--- src/rtl/kc_pkg.sv ---
// Shared constants, command codes, control structs and k-mer helper functions.
package kc_pkg;

  localparam int MAX_KMER_LEN = 6;
  localparam int COUNT_W      = 32;
  localparam int KEY_W        = 2 * MAX_KMER_LEN;
  localparam int ADDR_W       = KEY_W;
  localparam int TABLE_DEPTH  = 1 << ADDR_W;
  localparam int K_W          = 3;
  localparam int CMD_W        = 2;
  localparam int BASE_W       = 8;

  localparam logic [K_W-1:0]     K_RESET   = 3'd4;
  localparam logic [COUNT_W-1:0] COUNT_MAX = '1;

  localparam logic [CMD_W-1:0] CMD_RESTART = 2'd0;
  localparam logic [CMD_W-1:0] CMD_BASE    = 2'd1;
  localparam logic [CMD_W-1:0] CMD_QUERY   = 2'd2;

  // Commands from the controller to the datapath.
  typedef struct packed {
    logic              accept;
    logic              clr_we;
    logic [ADDR_W-1:0] clr_addr;
    logic              lookup;
    logic              finish;
  } kc_ctrl_t;

  // Status from the datapath, valid while a word is offered.
  typedef struct packed {
    logic is_restart;
    logic need_lookup;
  } kc_stat_t;

  // Clamp the programmed k into 1..MAX_KMER_LEN.
  function automatic logic [K_W-1:0] eff_k(input logic [K_W-1:0] k);
    logic [K_W-1:0] res;
    res = k;
    if (k == '0) begin
      res = K_W'(1);
    end else if (k > K_W'(MAX_KMER_LEN)) begin
      res = K_W'(MAX_KMER_LEN);
    end
    return res;
  endfunction

  // Low 2k bits set.
  function automatic logic [KEY_W-1:0] key_mask(input logic [K_W-1:0] k);
    logic [KEY_W-1:0] ones;
    ones = '1;
    return ~(ones << {k, 1'b0});
  endfunction

  // Smaller of a k-mer and its reverse complement.
  function automatic logic [KEY_W-1:0] canonical(input logic [KEY_W-1:0] x,
                                                 input logic [K_W-1:0]   k);
    logic [KEY_W-1:0] rev;
    logic [KEY_W-1:0] rc;
    logic [K_W:0]     sh;
    rev = '0;
    for (int i = 0; i < MAX_KMER_LEN; i++) begin
      rev[2*(MAX_KMER_LEN-1-i) +: 2] = ~x[2*i +: 2];
    end
    sh = (K_W+1)'(MAX_KMER_LEN) - {1'b0, k};
    rc = rev >> {sh, 1'b0};
    return (rc < x) ? rc : x;
  endfunction

  // Number of canonical classes: (4^k + palindromes) / 2.
  function automatic logic [COUNT_W-1:0] class_num(input logic [K_W-1:0] k);
    logic [KEY_W+1:0] all_km;
    logic [KEY_W+1:0] pal;
    all_km = (KEY_W+2)'(1) << {k, 1'b0};
    pal    = k[0] ? '0 : ((KEY_W+2)'(1) << k);
    return COUNT_W'((all_km + pal) >> 1);
  endfunction

  function automatic logic [COUNT_W-1:0] sat_inc(input logic [COUNT_W-1:0] v);
    return (v == COUNT_MAX) ? v : v + COUNT_W'(1);
  endfunction

endpackage

--- src/rtl/kc_ctrl.sv ---
// Controller: sequences clearing pass, table lookup and result hand-off.
module kc_ctrl (
  input  logic             clk,
  input  logic             rst_n,
  input  logic             in_valid,
  output logic             in_ready,
  output logic             out_valid,
  input  logic             out_ready,
  input  kc_pkg::kc_stat_t stat,
  output kc_pkg::kc_ctrl_t ctrl
);

  typedef enum logic [1:0] {
    S_CLEAR,
    S_IDLE,
    S_LOOK,
    S_FIN
  } state_t;

  state_t                    state_r, state_nxt;
  logic [kc_pkg::ADDR_W-1:0] clr_cnt_r;
  logic                      report_r;
  logic                      in_ready_r;
  logic                      out_valid_r;

  always_comb begin
    state_nxt     = state_r;
    ctrl.accept   = 1'b0;
    ctrl.clr_we   = 1'b0;
    ctrl.clr_addr = clr_cnt_r;
    ctrl.lookup   = 1'b0;
    ctrl.finish   = 1'b0;
    unique case (state_r)
      S_CLEAR: begin
        ctrl.clr_we = 1'b1;
        if (clr_cnt_r == '1) begin
          state_nxt = report_r ? S_FIN : S_IDLE;
        end
      end
      S_IDLE: begin
        if (in_valid && in_ready_r) begin
          ctrl.accept = 1'b1;
          if (stat.is_restart) begin
            state_nxt = S_CLEAR;
          end else if (stat.need_lookup) begin
            state_nxt = S_LOOK;
          end else begin
            state_nxt = S_FIN;
          end
        end
      end
      S_LOOK: begin
        ctrl.lookup = 1'b1;
        state_nxt   = S_FIN;
      end
      S_FIN: begin
        if (!out_valid_r || out_ready) begin
          ctrl.finish = 1'b1;
          state_nxt   = S_IDLE;
        end
      end
      default: begin
        state_nxt = S_IDLE;
      end
    endcase
  end

  always_ff @(posedge clk) begin
    if (!rst_n) begin
      state_r     <= S_CLEAR;
      clr_cnt_r   <= '0;
      report_r    <= 1'b0;
      in_ready_r  <= 1'b0;
      out_valid_r <= 1'b0;
    end else begin
      state_r    <= state_nxt;
      in_ready_r <= (state_nxt == S_IDLE);
      clr_cnt_r  <= (state_r == S_CLEAR) ? clr_cnt_r + kc_pkg::ADDR_W'(1) : '0;
      if (ctrl.accept) begin
        report_r <= stat.is_restart;
      end
      if (ctrl.finish) begin
        out_valid_r <= 1'b1;
      end else if (out_ready) begin
        out_valid_r <= 1'b0;
      end
    end
  end

  assign in_ready  = in_ready_r;
  assign out_valid = out_valid_r;

endmodule

--- config.mk ---
export PLATFORM = sky130hd
export DESIGN_NAME = kc_ctrl
export DESIGN_NICKNAME = d
export VERILOG_FILES = /design/src/rtl/kc_pkg.sv /design/src/rtl/kc_ctrl.sv
export SDC_FILE = /design/constraint.sdc
export NUM_CORES = 1
export LEC_CHECK = 0
export BUFFER_PORTS_ARGS = -buffer_cell sky130_fd_sc_hd__buf_4
export CAP_MARGIN = 5
export CELL_PAD_IN_SITES_DETAIL_PLACEMENT = 0
export CELL_PAD_IN_SITES_GLOBAL_PLACEMENT = 1
export CORE_UTILIZATION = 35
export DETAILED_ROUTE_END_ITERATION = 10
export PLACE_DENSITY = 0.82
export SLEW_MARGIN = 10
export SYNTH_ARGS = -nofsm -noshare
export SYNTH_HDL_FRONTEND = slang
export SYNTH_SLANG_ARGS = --single-unit
--- constraint.sdc ---
create_clock -name clk -period 1.7 [get_ports clk]
set_input_delay 0.51 -clock clk [delete_from_list [all_inputs] [get_ports clk]]
set_output_delay 0.51 -clock clk [all_outputs]
set_load 0.02 [all_outputs]
==> impl_results.md, run 1 <==
- Mapped Cells: 85
- Setup Skew: 9.53 ps
- Reg2reg end: state_r[0]
- Hold path endpoint: state_r[1]
- Endpoints failing setup: 0
- Setup TNS: 0 ps
- Htree depth: 1
- Post-synthesis mux area share: 0
- Startpoint types: register
- Max VDD drop: 0.443 mV
- Multi-input logic area: 419 µm²
- Total CTS buffers: 3
- WS Path Type: register to output port
- Seq/Total Area, Yosys: 0.440
- Top-area cell type share of the netlist area: 0.440
- Largest net degree at the start of global routing: 12
- Fill count: 199
- Worst R2R Start: clr_cnt_r[1]
- Crit Path Max Fanout: 8
- Seq pwr share: 0.612
- Synth warn: 0
- Max Clk Rate: 608 MHz
- Antenna cells: 0
- R2R depth: 4
- Clock Power Share: 0.314
- Count of cell types in the netlist: 30
- Area growth, synth to finish: 33.5%
- Post-Syn Nets: 92
- R2r setup slk: 290 ps
- Fraction of layout cells with a size suffix above 1: 0.342
- Mean Syn Cell Area: 9.10 µm²
- Hold wc startpoint: rst_n
- Final HPWL DP: 1190 µm
- CP cell instances: nand4b_1, inv_1, buf_4
- Antenna Nets Post-Route: 0
- Total power: 671 µW
- CTS Hold Bufs: 0
- CP endpoint kind: output port
- Synth area leaders: dfxtp_1 (44%), xnor2_1 (7.9%), nor2_1 (5.3%)
- NetSw: 157 µW
- Synth top cells by count: dfxtp_1 (17), nor2_1 (11), nand2_1 (9)
- CP delay by family, top: flip-flops
- Die Wd: 49 µm
- Met2 Usage GRT: 0.222
- DRC viols: 0
- DIE AREA: 0.00240 mm²
- Drt via density: 5.01
- Dominant synthesized flop cell: dfxtp_1
- Worst Hold Class: primary input to register
- Routability congestion estimate: 0.774
- Final WL: 1590 µm
- Latest clock arrival within the worst-skew pair: 290 ps
- # rows: 16
- Global route hottest layer: met2
- Post-synth EDFFs: 0
- Total Routing Usage GR: 0.144
- Slew Limit Headroom: 0.736
- Cell Int Power: 514 µW
- Synth Register Bits: 17
- First-pass GRT wire length: 2590 µm
- Initial Util: 0.382
- Initial detailed-routing violation count: 18
- Leakage power: 0.000414 µW
- WL per Instance: 11.3 µm
- Final hold vios: 0
- Met1 Use GR: 0.184
- Post-Synth XOR/XNOR Area: 0.0906
- Cell Area, Placed: 982 µm²
- Clock Sinks: 17
- Final cycle utilization of the critical path: 0.967
- Complex-gate fraction of the synthesized area: 0.118
- Buf/Inv on CP: 2
- Register area: 345 µm²
- Die H: 49 µm
- Worst-Margin Slew: 394 ps
- Simple-Gate Fraction of Synth Area: 0.314
- Initial antenna violation count: 0
- CTS tree: built
- Async SR Flop Fraction: 0
- Worst EP arrival: 1130 ps
- Core Footprint: 0.00202 mm²
- Maxcap violations: 0
- Largest family of logic cells by synthesized area: simple AND/OR/NAND/NOR gates
- Vias: 707
- I/O pin count: 24
- Most frequent cell after synthesis: dfxtp_1
- Slew Limit Fails: 0
- Port bufs: 23
- Post-Syn Area: 773 µm²
- Synth Area in Adders: 0.0162
- Comb pwr share: 0.074
- Max Root-Sink Buffers: 2
- Slowest-stage cell, CP: dfxtp_4
- Number of global-route vias before repair: 589
- Drt first pass iters: 5
- Fin area: 0.00103 mm²
- Reg clk slew, reported paths: 100 ps
- Fin nets: 122
- Status: finished clean
- Switch share: 0.233
- Met3 Usage GRT: 0.0561
- PD cells: 650 mW/mm²
- Post-synth top area cell: dfxtp_1
- Hold Path Depth: 2
- Slowest cell delay on critical path: 380 ps
- CP Data Required Time: 1190 ps
- Total congestion overflow: 0
- Root Driver: clkbuf_4
- Post-layout minimum cycle time: 1640 ps
## kinds of logic (layout without fill, tap and decap cells)
family / after synthesis / in the layout
AND/OR/NAND/NOR: 41 / 41
flip-flops: 17 / 17
AO/OA/AOI/OAI: 14 / 14
XOR/XNOR: 8 / 8
buffers and inverters: 4 / 33
adder cells (fa/ha/maj): 1 / 1
## cell usage in the layout, fill, tap and decap left out, drive strengths merged
master	synthesis	routed
a21boi	2	2
a21oi	4	4
a311oi	1	1
a32o	1	1
and3	1	1
buf	1	26
clkbuf	0	3
clkinv	0	1
dfxtp	17	17
ha	1	1
inv	3	3
nand2	9	9
nand2b	1	1
nand3	4	4
nand4	2	2
nand4b	1	1
nor2	12	12
nor2b	4	4
nor3	4	4
nor4	1	1
o21ai	4	4
o22a	1	1
o2bb2ai	1	1
or3	2	2
xnor2	7	7
xor2	1	1
## stage by stage
stage	std cells	worst slack [ps]	util	hold slack (ps)
after global routing	141	-17.9	0.511	480
after CTS	140	3.68	0.504	478
after detailed placement	135	87.5	0.486	475
final	141	56.3	0.511	489
after floorplan	85	175	-	452
after global placement	135	94.6	0.486	484
## area by class of cell
cell class              count  share of cell area
well taps                  27              0.0327
clock buffers               3              0.0218
repair buffers             26               0.189
multi-input cells          64               0.406
inverters                   3              0.0109
clock inverters             1             0.00485
flip-flops and latches     17               0.335
## state kept, by name, summed over array words and instances, names as in the netlist
signal and cells:
report_r 1, out_valid 1, in_ready 1, clr_cnt_r 12, state_r 2
## per-layer routing
layer / share of wire / wire length, µm
met1: 0.46 / 726
met2: 0.47 / 751
met3: 0.061 / 98
met4: 0.011 / 17
met5: 0 / 0
## power by group through the flow
| stage | clock network (µW) | registers [µW] | logic, µW |
|---|---|---|---|
| after detailed placement | 0 | 422 | 50.1 |
| after CTS | 221 | 412 | 50.0 |
| after global placement | 0 | 421 | 49.7 |
| after global routing | 247 | 412 | 54.3 |
| after floorplan | 0 | 430 | 14.9 |
| final | 211 | 410 | 49.7 |
## worst max path at each step
stage	from	endpoint	slack, ps	cells past startpoint
after floorplan	out_ready	ctrl[0]	180	2
after global placement	out_ready	ctrl[0]	90	4
after detailed placement	out_ready	ctrl[0]	90	4
after CTS	state_r[1]	ctrl[0]	4	3
after global routing	state_r[1]	ctrl[15]	-20	3
final	state_r[1]	ctrl[15]	60	3
## repair_timing
item                       in CTS  in global routing
setup endpoints to repair       2                  3
pin swaps                       0                  0
gates cloned                    0                  0
buffers inserted                1                  1
gates resized for setup         1                  3
Power figures use the tool's default switching activity.
==> run 2, diff against run 1 <==
==> constraint.sdc (replaced) <==
create_clock -name clk -period 1.7 [get_ports clk]
set_input_delay 0.17 -clock clk [delete_from_list [all_inputs] [get_ports clk]]
set_output_delay 0.17 -clock clk [all_outputs]
set_load 0.02 [all_outputs]
==> run 2 against run 1 <==
Effect of this change: clock skew shrank 5.9 ps; power grew 0.68%; setup slack gained 190 ps; fmax grew 13%.
==> impl_results.md, run 2 (same netlist as run 1, synthesis figures left out) <==
- Reg2reg end: state_r[1]
- Setup Skew: 3.63 ps (-5.91 ps)
- PD cells: 675 mW/mm² (+3.8%)
- Highest-count cells in the layout ignoring fill and taps: buf_4 (23), dfxtp_1 (17), nor2_1 (11)
- Setup TNS: 0 ps (unchanged)
- Hold path endpoint: report_r
- Latest clock arrival within the worst-skew pair: 290 ps (about the same)
- First-pass GRT wire length: 2560 µm (-1.3%)
- DRC viols: 0 (unchanged)
- DIE AREA: 0.00240 mm² (unchanged)
- Worst EP arrival: 1690 ps (+560 ps)
- Status: finished clean
- Drt first pass iters: 4 (-1)
- Leakage power: 0.000395 µW (-4.4%)
- CP cell instances: ha_1, nand3_4, nor4_4, a32o_1
- Worst R2R Start: clr_cnt_r[0]
- CTS Hold Bufs: 0 (unchanged)
- Root Driver: clkbuf_4
- Fin area: 0.00100 mm² (-3.0%)
- Register area: 340 µm² (-1.4%)
- WS Path Type: register to register
- Area growth, synth to finish: 29.4%
- Htree depth: 1 (unchanged)
- I/O pin count: 24 (unchanged)
- Post-CTS Resized: 0 (-1)
- Fraction of layout cells with a size suffix above 1: 0.288 (-0.0538)
- Final WL: 1590 µm (-0.56%)
- Post-layout minimum cycle time: 1450 ps (-194 ps)
- Max reg flops: 12 (unchanged)
- Slowest-stage cell, CP: dfxtp_1
- Max Clk Rate: 690 MHz (+13%)
- Drt via density: 4.80 (-4.3%)
- Slew Limit Fails: 0 (unchanged)
- Port bufs: 23 (unchanged)
- Global route hottest layer: met2
- Final cycle utilization of the critical path: 0.853 (-0.114)
- Crit Path Max Fanout: 6 (-2)
- Antenna cells: 0 (unchanged)
- CTS tree: built
- Total power: 676 µW (+0.68%)
- Die H: 49 µm (unchanged)
- Reg clk slew, reported paths: 100 ps (about the same)
- Vias: 662 (-6.4%)
- Fill count: 205 (+3.0%)
- Largest Register: clr_cnt_r
- Max Root-Sink Buffers: 2 (unchanged)
- Initial Util: 0.382 (unchanged)
- R2R depth: 4 (unchanged)
- Largest regs: clr_cnt_r: 12 flops, state_r: 2 flops
- Most common cell after layout, fill and taps aside: buf_4
- Total congestion overflow: 0 (unchanged)
- Hold wc startpoint: stat[1]
- Endpoints failing setup: 0 (unchanged)
- Final hold vios: 0 (unchanged)
- Antenna Nets Post-Route: 0 (unchanged)
- Met1 Use GR: 0.190 (+0.00575)
- Die Wd: 49 µm (unchanged)
- Utilization after layout: 0.495 (-0.0155)
- RSZ-0062 raised after global routing: false
- Core Footprint: 0.00202 mm² (unchanged)
- Clock Sinks: 17 (unchanged)
- Worst Hold Class: primary input to register
- Multi-input logic area: 417 µm² (-0.60%)
- Met3 Usage GRT: 0.0343 (-0.0218)
- Initial detailed-routing violation count: 9 (-9)
- Fin nets: 119 (-2.5%)
- Routability congestion estimate: 0.755 (-2.5%)
- Met2 Usage GRT: 0.204 (-0.0185)
- CP endpoint kind: register
- Maxcap violations: 0 (unchanged)
- Worst-Margin Slew: 397 ps (+2.90 ps)
- Slew Limit Headroom: 0.734 (-0.00194)
- WL per Instance: 11.5 µm (+1.6%)
- Cell Area, Placed: 975 µm² (-0.76%)
- Hold Path Depth: 3 (+1)
- Slowest cell delay on critical path: 430 ps (+50 ps)
- Max VDD drop: 0.322 mV (-27%)
- CP Data Required Time: 1940 ps (+750 ps)
- R2r setup slk: 250 ps (-40 ps)
- Final HPWL DP: 1200 µm (+1.0%)
- # rows: 16 (unchanged)
- Total CTS buffers: 3 (unchanged)
- Startpoint types: register
- Total Routing Usage GR: 0.142 (-0.00197)
- Number of global-route vias before repair: 578 (-1.9%)
- Largest net degree at the start of global routing: 12 (unchanged)
- Initial antenna violation count: 0 (unchanged)
- Postcts setup bufs: 0 (-1)
- CP startpoint: clr_cnt_r[0]
-- run 2: through the flow --
stage | worst slack (ps) | cells | hold WS [ps]
3_3_place_gp | 310 | 134 | 451
5_1_grt | 117 | 138 | 142
4_1_cts | 233 | 138 | 144
6_report | 250 | 138 | 154
3_5_place_dp | 268 | 134 | 458
2_1_floorplan | 258 | 85 | 296
-- run 2: critical path: cells and delay by family, from the launching register on --
family          cells  cell delay [ps]
simple gates        2              510
flops               1              430
fa+ha+maj           1              260
compound gates      1              210
-- run 2: worst max-delay path by stage --
stage | end | slack (ps)
6_report | state_r[1] | 250
4_1_cts | in_ready | 230
2_1_floorplan | state_r[1] | 260
5_1_grt | in_ready | 120
3_3_place_gp | in_ready | 310
3_5_place_dp | state_r[1] | 270
-- run 2: metal layers --
| metal | vias up | part of all wire |
|---|---|---|
| li1 | 345 | - |
| met1 | 297 | 0.48 |
| met2 | 16 | 0.45 |
| met3 | 4 | 0.051 |
| met4 | 0 | 0.019 |
| met5 | - | 0 |
-- run 2: power by group --
part           switching (µW)  leakage [µW]  internal, µW
Clock                     124     0.0000150          91.2
Sequential               9.59      0.000138           404
Combinational            24.2      0.000243          22.4
Total                     158      0.000395           518
-- run 2: area by class of cell --
type / count / share of cell area
Clock buffer: 4 / 0.0263
Timing Repair Buffer: 23 / 0.173
Inverter: 3 / 0.0113
Tap cell: 27 / 0.0338
Sequential cell: 17 / 0.340
Multi-Input combinational cell: 64 / 0.416
